**src/rtl/core/bcdt_pkg.sv**
```systemverilog
// bcdt_pkg: shared types, constants and the seven-segment lookup for the
// bcd countdown timer core. No dependencies; used by every core module.
`default_nettype none

package bcdt_pkg;

    localparam int NUM_DIGITS = 6;
    localparam int DIGIT_W    = 4;
    localparam int SEG_W      = 7;
    localparam int KIND_W     = 2;
    localparam int BCD_W      = NUM_DIGITS * DIGIT_W;
    localparam int SEGS_W     = NUM_DIGITS * SEG_W;

    localparam logic [DIGIT_W-1:0] DIGIT_MAX = 4'd9;

    // item kinds carried in tuser
    typedef enum logic [KIND_W-1:0] {
        KIND_TICK  = 2'd0,
        KIND_DIGIT = 2'd1,
        KIND_START = 2'd2,
        KIND_CLEAR = 2'd3
    } kind_t;

    typedef logic [DIGIT_W-1:0] digit_t;
    typedef logic [SEG_W-1:0]   seg_t;

    // wrap value on borrow, index 0 is centiseconds
    localparam digit_t WRAP_TO [NUM_DIGITS] = '{4'd9, 4'd9, 4'd9, 4'd5, 4'd9, 4'd9};

    // per-transaction control handed to every cell
    typedef struct packed {
        logic clear;   // zero the digit (clear key or countdown ran out)
        logic shift;   // take the neighbour's digit (digit key)
        logic tick;    // countdown step, qualified by the borrow chain
    } cell_ctrl_t;

    // bit6 top, bit5 upper left, bit4 upper right, bit3 middle,
    // bit2 lower left, bit1 lower right, bit0 bottom
    function automatic seg_t seg_of(input digit_t d);
        seg_t s;
        case (d)
            4'd0:    s = 7'h77;
            4'd1:    s = 7'h12;
            4'd2:    s = 7'h5D;
            4'd3:    s = 7'h5B;
            4'd4:    s = 7'h3A;
            4'd5:    s = 7'h6B;
            4'd6:    s = 7'h6F;
            4'd7:    s = 7'h52;
            4'd8:    s = 7'h7F;
            4'd9:    s = 7'h7A;
            default: s = '0;
        endcase
        return s;
    endfunction

endpackage

`default_nettype wire

```
**src/rtl/core/bcdt_digit_cell.sv**
```systemverilog
// bcdt_digit_cell: one bcd digit of the countdown chain, with its borrow,
// shift-in from the lower neighbour and segment pattern. Depends on bcdt_pkg.
`default_nettype none

module bcdt_digit_cell
    import bcdt_pkg::*;
(
    input  wire logic       aclk,
    input  wire logic       aresetn,
    input  wire cell_ctrl_t ctrl,
    input  wire digit_t     wrap_val,
    input  wire digit_t     shift_in,
    input  wire logic       borrow_in,
    output logic            borrow_out,
    output digit_t          digit_q,
    output digit_t          digit_next,
    output seg_t            seg_next
);

    digit_t digit_reg;
    logic   is_zero;

    assign is_zero    = (digit_reg == '0);
    // borrow ripples up only through zero digits
    assign borrow_out = borrow_in & is_zero;
    assign digit_q    = digit_reg;

    // next digit value for this transaction
    always_comb begin
        digit_next = digit_reg;
        if (ctrl.clear) begin
            digit_next = '0;
        end else if (ctrl.shift) begin
            digit_next = shift_in;
        end else if (ctrl.tick && borrow_in) begin
            digit_next = is_zero ? wrap_val : digit_reg - digit_t'(1);
        end
    end

    assign seg_next = seg_of(digit_next);

    // digit register
    always_ff @(posedge aclk) begin
        if (!aresetn) begin
            digit_reg <= '0;
        end else begin
            digit_reg <= digit_next;
        end
    end

endmodule

`default_nettype wire

```
**src/rtl/core/bcd_countdown_timer_core.sv**
```systemverilog
// bcd_countdown_timer_core: top level of the six-digit MM:SS.cc countdown
// timer. Depends on bcdt_pkg and bcdt_digit_cell.
//
// Usage:
//   Input stream (s_): one transaction per event. s_tuser[1:0] gives the
//   kind (tick of 10 ms, digit key, start, clear), s_tdata[3:0] the digit
//   for a digit key. Output stream (m_): exactly one transaction per input
//   transaction, in order, carrying the time digits, their segment
//   patterns, the running flag and the expired flag.
//   The result of a transaction is registered: it is presented on m_ right
//   after the edge at which the transaction is accepted.
//   Throughput is one transaction per cycle while results are taken,
//   set by the combinational borrow ripple through the six digit cells.
//   The result sits in an output register; s_tready is high whenever that
//   register is empty or is being emptied in the same cycle, so a stalled
//   receiver holds the result and stops further input until it is taken.
//   Reset (aresetn low, synchronous) zeroes all digits, stops the
//   countdown and empties the output register.
`default_nettype none

module bcd_countdown_timer_core
    import bcdt_pkg::*;
(
    input  wire logic        aclk,
    input  wire logic        aresetn,
    // input transactions
    input  wire logic        s_tvalid,
    output logic             s_tready,
    input  wire logic [7:0]  s_tdata,   // [3:0] digit, [7:4] zero
    input  wire logic [1:0]  s_tuser,   // [1:0] kind
    // result transactions
    output logic             m_tvalid,
    input  wire logic        m_tready,
    output logic [71:0]      m_tdata    // [23:0] time_bcd, [65:24] segments,
                                        // [66] running_now, [67] expired,
                                        // [71:68] zero
);

    logic       s_fire;
    kind_t      kind;
    digit_t     key_digit;
    logic       counting_reg, counting_next;
    logic       expire;
    cell_ctrl_t ctrl;

    digit_t digit_q    [NUM_DIGITS];
    digit_t digit_next [NUM_DIGITS];
    seg_t   seg_next   [NUM_DIGITS];
    logic   borrow     [NUM_DIGITS+1];

    logic               m_tvalid_reg;
    logic [BCD_W-1:0]   bcd_reg, bcd_next;
    logic [SEGS_W-1:0]  segs_reg, segs_next;
    logic               run_reg;
    logic               exp_reg;

    // handshake
    assign s_tready  = !m_tvalid_reg || m_tready;
    assign s_fire    = s_tvalid && s_tready;
    assign kind      = kind_t'(s_tuser[1:0]);
    assign key_digit = s_tdata[DIGIT_W-1:0];

    // countdown runs out when every digit is zero on a running tick
    assign borrow[0] = 1'b1;
    assign expire    = s_fire && (kind == KIND_TICK) && counting_reg && borrow[NUM_DIGITS];

    // control for the cell row
    always_comb begin
        ctrl.clear = s_fire && ((kind == KIND_CLEAR) || expire);
        ctrl.shift = s_fire && (kind == KIND_DIGIT) && !counting_reg &&
                     (key_digit <= DIGIT_MAX);
        ctrl.tick  = s_fire && (kind == KIND_TICK) && counting_reg;
    end

    // row of digit cells, centiseconds at index 0
    for (genvar k = 0; k < NUM_DIGITS; k++) begin : g_cell
        digit_t shift_src;
        if (k == 0) begin : g_first
            assign shift_src = key_digit;
        end else begin : g_rest
            assign shift_src = digit_q[k-1];
        end

        bcdt_digit_cell u_cell (
            .aclk       (aclk),
            .aresetn    (aresetn),
            .ctrl       (ctrl),
            .wrap_val   (WRAP_TO[k]),
            .shift_in   (shift_src),
            .borrow_in  (borrow[k]),
            .borrow_out (borrow[k+1]),
            .digit_q    (digit_q[k]),
            .digit_next (digit_next[k]),
            .seg_next   (seg_next[k])
        );

        assign bcd_next[k*DIGIT_W +: DIGIT_W] = digit_next[k];
        assign segs_next[k*SEG_W +: SEG_W]    = seg_next[k];
    end

    // run flag next value
    always_comb begin
        counting_next = counting_reg;
        if (s_fire) begin
            case (kind)
                KIND_START: counting_next = 1'b1;
                KIND_CLEAR: counting_next = 1'b0;
                KIND_TICK:  counting_next = expire ? 1'b0 : counting_reg;
                KIND_DIGIT: counting_next = counting_reg;
                default:    counting_next = counting_reg;
            endcase
        end
    end

    // control registers
    always_ff @(posedge aclk) begin
        if (!aresetn) begin
            counting_reg <= 1'b0;
            m_tvalid_reg <= 1'b0;
        end else begin
            counting_reg <= counting_next;
            if (s_fire) begin
                m_tvalid_reg <= 1'b1;
            end else if (m_tready) begin
                m_tvalid_reg <= 1'b0;
            end
        end
    end

    // result payload register
    always_ff @(posedge aclk) begin
        if (s_fire) begin
            bcd_reg  <= bcd_next;
            segs_reg <= segs_next;
            run_reg  <= counting_next;
            exp_reg  <= expire;
        end
    end

    assign m_tvalid = m_tvalid_reg;
    assign m_tdata  = {4'b0000, exp_reg, run_reg, segs_reg, bcd_reg};

endmodule

`default_nettype wire

```
**config.mk**
```make
export PLATFORM = sky130hd
export DESIGN_NAME = bcd_countdown_timer_core
export DESIGN_NICKNAME = d
export VERILOG_FILES = /design/src/rtl/core/bcdt_pkg.sv /design/src/rtl/core/bcdt_digit_cell.sv /design/src/rtl/core/bcd_countdown_timer_core.sv
export SDC_FILE = /design/constraint.sdc
export NUM_CORES = 1
export LEC_CHECK = 0
export ABC_AREA = 1
export ABC_CLOCK_PERIOD_IN_PS = 6900
export BUFFER_PORTS_ARGS = -buffer_cell sky130_fd_sc_hd__clkbuf_2
export CORE_MARGIN = 4
export CORE_UTILIZATION = 60
export CTS_CLUSTER_DIAMETER = 120
export CTS_CLUSTER_SIZE = 28
export DETAILED_ROUTE_END_ITERATION = 8
export PLACE_DENSITY = 0.95
export SETUP_SLACK_MARGIN = 0.4
export SLEW_MARGIN = 20
export SYNTH_ARGS = -nofsm -noshare
export SYNTH_HDL_FRONTEND = slang
export SYNTH_SLANG_ARGS = --single-unit
```
**constraint.sdc**
```tcl
create_clock -name aclk -period 6.9 [get_ports aclk]
set_input_delay 0.69 -clock aclk [delete_from_list [all_inputs] [get_ports aclk]]
set_output_delay 0.69 -clock aclk [all_outputs]
set_load 0.005 [all_outputs]
```
**Yosys cells after proc, flatten, opt, wreduce, memory -nomap -nowiden**

Memory sizes are Yosys's and may differ from the RTL's. A register that Yosys moved wholly into a read port is not among the register bits.
Cells that the tools add are included.

- Register bits after elaboration: 52
- Latch bits: 0
- Bits in writable memories: 0
- ROM bits: 672
- Input bits: 14
- Output and inout bits: 74
- Word-level logic and storage cells: 86
- Memories: 6

Memory list:

| name | words | width | read ports | clocked after Yosys merged registers in | write ports | line | text |
|---|---|---|---|---|---|---|---|
| (name not given) | 16 | 7 | 1 | 1 | 0 | bcdt_pkg.sv:41 | `case (d)` |
| (name not given) | 16 | 7 | 1 | 1 | 0 | bcdt_pkg.sv:41 |  |
| (name not given) | 16 | 7 | 1 | 1 | 0 | bcdt_pkg.sv:41 |  |
| (name not given) | 16 | 7 | 1 | 1 | 0 | bcdt_pkg.sv:41 |  |
| (name not given) | 16 | 7 | 1 | 1 | 0 | bcdt_pkg.sv:41 |  |
| (name not given) | 16 | 7 | 1 | 1 | 0 | bcdt_pkg.sv:41 |  |

- $add $sub $neg: 6
- Multiply operators: 0
- Div/mod/pow operators: 0
- Order comparisons: 1
- Eq/ne operators: 3
- Shifts and indexed selects: 0
- Multiplexer cells: 29
- Bitwise logic cells: 5
- Reductions and logical operators: 25

Operators with widths:

| kind | count |
|---|---|
| $mux 4 | 24 |
| $logic_not 4->1 | 6 |
| $sub 4x1->4 const B | 6 |
| $logic_and 1x1->1 | 13 |
| $and 1x1->1 | 5 |
| $eq 2x2->1 const B | 2 |
| $le 4x4->1 const B | 1 |
| $mux 1 | 4 |
| $pmux 1 s4 | 1 |
| $eq 2x1->1 const B | 1 |
| $logic_not 1->1 | 2 |
| $logic_not 2->1 | 1 |
| $logic_or 1x1->1 | 2 |
| $reduce_bool 2->1 | 1 |

**Depth between registers and ports, before layout**

- Word-level depth: 10
- Depth in mapped cells: 18
- Depth with buffers taken out: 18

**Cells and area by module**

A second synthesis with hierarchy kept.

- Cell total of the unflattened synthesis: 731
- Area total of the unflattened synthesis: 5865.6 um2

By module, submodules not included:

| module | instances | cells each | area an instance (um2) | sequential area each (um2) |
|---|---|---|---|---|
| bcd_countdown_timer_core | 1 | 102 | 2258.4 | 2082.0 |
| bcdt_digit_cell at g_cell[3].u_cell ... | 3 | 107 | 605.6 | 80.1 |
| bcdt_digit_cell at g_cell[0].u_cell | 1 | 103 | 604.3 | 80.1 |
| bcdt_digit_cell at g_cell[2].u_cell | 1 | 107 | 596.8 | 80.1 |
| bcdt_digit_cell at g_cell[1].u_cell | 1 | 98 | 589.3 | 80.1 |

**Least setup slack after synthesis**

Ideal clock, no wire load.

- Kind: in2reg
- From: input m_tready
- To: register segs_reg[28], data pin
- Library setup time: 255 ps
- Arrival: 3625 ps
- Required time: 6645 ps
- Slack: 3020 ps
- Stages on the path: 13
- Buffers on the path: 2
- Cell sequence: inv_1 > nand2_1 > nand2_2 > inv_1 > nand2_4 > buf_6 > buf_6 > nand3_1 > ha_1 > nand3_1 > nand2_1 > nand2_1 > nand2_1

- Cells in the longest elaborated chain, start to end: 8
- Elaborated cells on any way between the ends: 14
- Classes of those cells: mux: 3; reduce/logical: 11

Ends and longest elaborated chain:

| what | line | text |
|---|---|---|
| from (decl) | bcd_countdown_timer_core.sv:33 | `input wire logic m_tready,` |
| $logic_or 1x1->1 * | bcd_countdown_timer_core.sv:58 | `assign s_tready = !m_tvalid_reg \|\| m_tready;` |
| net s_tready | bcd_countdown_timer_core.sv:28 | `output logic s_tready,` |
| $logic_and 1x1->1 * | bcd_countdown_timer_core.sv:59 | `assign s_fire = s_tvalid && s_tready;` |
| net s_fire | bcd_countdown_timer_core.sv:39 | `logic s_fire;` |
| $logic_and 1x1->1 (2 in series) | bcd_countdown_timer_core.sv:65, bcd_countdown_timer_core.sv:72 |  |
| $logic_and 1x1->1 (on tied branches) | bcdt_digit_cell.sv:35, bcd_countdown_timer_core.sv:65 |  |
| $mux 4 / $logic_or 1x1->1 (equally long branches) | bcdt_digit_cell.sv:35, bcd_countdown_timer_core.sv:69 |  |
| $mux 4 / $logic_and 1x1->1 (equally long branches) | bcdt_digit_cell.sv:33, bcd_countdown_timer_core.sv:69 |  |
| $mux 4 | bcdt_digit_cell.sv:31 | `if (ctrl.clear) begin` |
| to (decl) | bcd_countdown_timer_core.sv:53 | `logic [SEGS_W-1:0] segs_reg, segs_next;` |

Mark *: on every way through the listed nets, which the timed path passes. The rest lies on a longest branch.
A chain may end at the register's enable or synchronous reset.

**Worst setup path after layout**

- From: register g_cell[0].u_cell.digit_reg[0]
- To: register segs_reg[21], data pin

- Cells in the longest elaborated chain, start to end: 10
- Elaborated cells on any way between the ends: 13
- Classes of those cells: mux: 3; bitwise: 5; reduce/logical: 5

Ends and longest elaborated chain:

| what | line | text |
|---|---|---|
| from (decl) | bcdt_digit_cell.sv:20 | `digit_t digit_reg;` |
| from (signal assigned) | bcdt_digit_cell.sv:47 | `digit_reg <= digit_next;` |
| $logic_not 4->1 * | bcdt_digit_cell.sv:23 | `assign is_zero = (digit_reg == '0);` |
| $and 1x1->1 * (2 in series) | bcdt_digit_cell.sv:25 | `assign borrow_out = borrow_in & is_zero;` |
| $and 1x1->1 (3 in series) | bcdt_digit_cell.sv:25 |  |
| $logic_and 1x1->1 | bcd_countdown_timer_core.sv:65 | `assign expire = s_fire && (kind == KIND_TICK) && counting_reg && borrow[NUM_DIGITS];` |
| $logic_or 1x1->1 | bcd_countdown_timer_core.sv:69 | `ctrl.clear = s_fire && ((kind == KIND_CLEAR) \|\| expire);` |
| $logic_and 1x1->1 | bcd_countdown_timer_core.sv:69 |  |
| $mux 4 * | bcdt_digit_cell.sv:31 |  |
| net bcd_next[12] | bcd_countdown_timer_core.sv:52 | `logic [BCD_W-1:0] bcd_reg, bcd_next;` |

Marked as above.

==> summary.txt <==
Yosys
  • Top FF cell, synth: edfxtp_1
  • XOR/XNOR share of the synthesized area: 0.500%
  • Post-Syn Area: 5260 sq um
  • Synth Area in Compound Gates: 5.40%
  • Leading area contributor after synthesis: edfxtp_1
  • Synth Area in Simple Gates: 28.5%
  • Share of the synthesized area in the top cell type: 38.8%
  • Synth area leaders: edfxtp_1, nand2_1, dfxtp_1, ha_1, inv_1
  • Largest family of logic cells by synthesized area: simple AND/OR/NAND/NOR gates
  • Proportion of synthesized area in mux cells: 0.190%
  • Post-synth cell types: 40
  • Synthesis Warnings: 0
  • Sequential area share after synthesis: 48.7%
  • Adder and majority gate portion of the synthesized area: 8.56%
  • Async set-or-reset flop fraction in the synthesized netlist: 0%
  • Yosys reg bits: 94
  • Synthesized area per cell: 8.68 sq um
  • Post-synthesis cell count: 606
  • Number of flops mapped to enable cells by yosys: 68

Worst setup path
  • Sequence of cells on the critical path: nor2_1 -> nand2_1 -> nor2_4 -> nand3_2 -> nor2_2 -> nand3_1 -> nand2_1 -> nand2_4 -> inv_1 -> nor2_1 -> inv_1 -> ha_1 -> nand3_1 -> nand2_1 -> nand2_1 -> o21ai_1
  • WP data required: 7030 ps
  • Startpoint Class: flop
  • Critical path arrival: 3170 ps
  • CP top delay family: simple AND/OR/NAND/NOR gates
  • CP Class: reg -> reg
  • Reg2Reg Depth: 16
  • Worst Setup End Kind: flop
  • CP max-delay cell: dfxtp_1
  • Number of cells on the critical path: 16
  • Most numerous cell on the critical path: nand2_1
  • Max incr delay on CP: 350 ps
  • Critical path buffer and inverter count: 2
  • Worst-path fanout max: 45

Clocking
  • Cts hold-fix bufs: 0
  • Clk root buf: clkbuf_8
  • Clock H-tree levels: 3
  • Post-CTS resize count: 0
  • TritonCTS clock tree: built
  • Later-pin clock latency in the skew report: 370 ps
  • Longest Clk Path Bufs: 2
  • CTS Buf Count: 9
  • Clock-pin slew on the worst setup and hold paths: 90 ps
  • Postcts setup bufs: 0
  • CTS Sinks: 94

Hold path
  • Worst Hold Depth: 2
  • Hold crit path type: reg -> reg

Timing
  • Final worst-path cycle share: 44.1%
  • Relative slew slack: 43.5%
  • Final setup viols: 0
  • Unrepaired setup endpoints after global routing: no
  • TNS Setup: 0 ps
  • Worst-margin pin slew: 848 ps
  • Post-Route Skew: 9.41 ps
  • Final setup margin: 3850 ps
  • Final hold vios: 0
  • Max Slew Vio Count: 0
  • Min Tclk post-route: 3050 ps
  • Max Fclk: 0.328 GHz

GRT
  • Gr usage total: 21.7%
  • Total grt overflow: 0
  • Antenna violations before repair: 0
  • Largest net degree at the start of global routing: 70
  • Global-route wire length before repair: 17900 um
  • Vias in the first global route: 4025

Route
  • Via density: 5.27
  • WL final: 10600 um
  • Vias after detailed routing: 4183
  • Initial DRC count: 188
  • Remaining antenna violation count: 0
  • First drt pass iteration count: 5
  • Drc violations: 0
  • DR WL/cell: 13.4 um

Finish
  • Antenna cells: 0
  • Fin nets: 733
  • Area Growth Syn to Fin: 11.7%
  • Layout cells sized above 1: 20.9%
  • Fill cells: 646
  • Number of flip-flops under the largest register name: 42

Floorplan
  • Die Span X: 102 um
  • I/O pin count: 88
  • Die area: 10300 sq um
  • Starting Density: 62.8%
  • FP Rows: 33
  • Core area: 8380 sq um
  • DIE HEIGHT: 102 um

Status
  • Status: finished, final reports clean

Placement
  • HPWL Detailed: 7720 um
  • Dpl ws: 3520 ps
  • IO Port Bufs: 79
  • Gpl congestion: 0.908

Power and ir drop
  • Power per cell area: 206 nW/um^2
  • Max IR drop VDD: 0.122 mV
  • LEAKAGE: 0.00289 uW

Flow run
  • Max-Cap Viols: 0
==> report_power, final <==
part | leakage [uW] | total [uW] | switching [uW] | internal (uW)
Sequential | 0.000827 | 663 | 12.2 | 651
Clock | 0.0000935 | 358 | 189 | 168
Combinational | 0.00197 | 192 | 127 | 65.2
Total | 0.00289 | 1210 | 329 | 884
==> metrics by stage <==
step                instance area (sq um)  hold WS [ps]  util, %  total power [uW]  std cells
finish                               5870           539     70.1              1210        793
CTS                                  5870           547     70.1              1220        793
global route                         5870           574     70.1              1280        793
detailed placement                   5680           535     67.8               868        777
global placement                     5680           504     67.8               856        777
floorplan                            5270           493        -               806        609
==> final timing paths <==
path	startpoint	end	slack [ps]
max	g_cell[0].u_cell.digit_q[0]$_SDFF_PN0_	segs_reg[21]$_DFFE_PN_	3850
min	m_tvalid$_SDFFE_PN0P_	m_tvalid$_SDFFE_PN0P_	540
max reg2reg	g_cell[0].u_cell.digit_q[0]$_SDFF_PN0_	segs_reg[21]$_DFFE_PN_	3850
min reg2reg	m_tvalid$_SDFFE_PN0P_	m_tvalid$_SDFFE_PN0P_	540
==> cell type report <==
| class | count | area [sq um] | area share [%] |
|---|---|---|---|
| multi-input cells | 419 | 2280 | 38.9 |
| clock inverters | 5 | 60.1 | 1.02 |
| inverters | 78 | 293 | 4.99 |
| clock buffers | 11 | 131 | 2.24 |
| flip-flops and latches | 94 | 2560 | 43.6 |
| well taps | 105 | 131 | 2.24 |
| repair buffers | 81 | 410 | 6.99 |
==> cells in the final DEF, fill, tap and decap left out, types with 2 or more instances in the layout <==
master | Yosys | final
a21oi_1 | 7 | 7
a21oi_2 | 4 | 4
buf_4 | 8 | 2
clkbuf_1 | 2 | 2
clkbuf_2 | 0 | 79
clkbuf_8 | 0 | 9
clkinv_4 | 0 | 2
conb_1 | 1 | 4
dfxtp_1 | 26 | 26
edfxtp_1 | 68 | 68
ha_1 | 36 | 36
inv_1 | 67 | 66
inv_2 | 10 | 11
nand2_1 | 190 | 190
nand2_2 | 8 | 8
nand2_4 | 4 | 4
nand3_1 | 29 | 29
nand3_2 | 6 | 6
nand3_4 | 2 | 2
nand3b_1 | 7 | 7
nand4_1 | 12 | 12
nor2_1 | 55 | 55
nor2_2 | 7 | 7
nor2_4 | 2 | 2
o211ai_1 | 2 | 2
o21ai_0 | 26 | 26
o21ai_1 | 5 | 5
xor2_1 | 2 | 2
==> tightest hold or removal path: stages (launching register included) <==
cell and delay, ps:
dfxtp_1 320, nand2_1 110, a21oi_1 70
==> cell families after synthesis <==
group	Yosys count
other	1
XOR/XNOR	3
multiplexers	1
buffers and inverters	96
AO/OA/AOI/OAI	49
flip-flops	94
AND/OR/NAND/NOR	326
adder cells (fa/ha/maj)	36
==> synthesized netlist by cell type (2+ instances only) <==
master	count
nand2_1	190
edfxtp_1	68
inv_1	67
nor2_1	55
ha_1	36
nand3_1	29
dfxtp_1	26
o21ai_0	26
nand4_1	12
inv_2	10
buf_4	8
nand2_2	8
a21oi_1	7
nand3b_1	7
nor2_2	7
nand3_2	6
o21ai_1	5
a21oi_2	4
buf_6	4
nand2_4	4
buf_2	3
clkbuf_1	2
nand3_4	2
nor2_4	2
o211ai_1	2
xor2_1	2
==> per-layer routing <==
metal	GRT usage (%)	vias up	routed length (um)
li1	-	2094	-
met4	8.08	0	177
met1	26.0	1950	4350
met5	0	-	0
met2	37.7	121	5380
met3	5.44	18	697
Note: power is estimated with default switching activity, not from simulation.
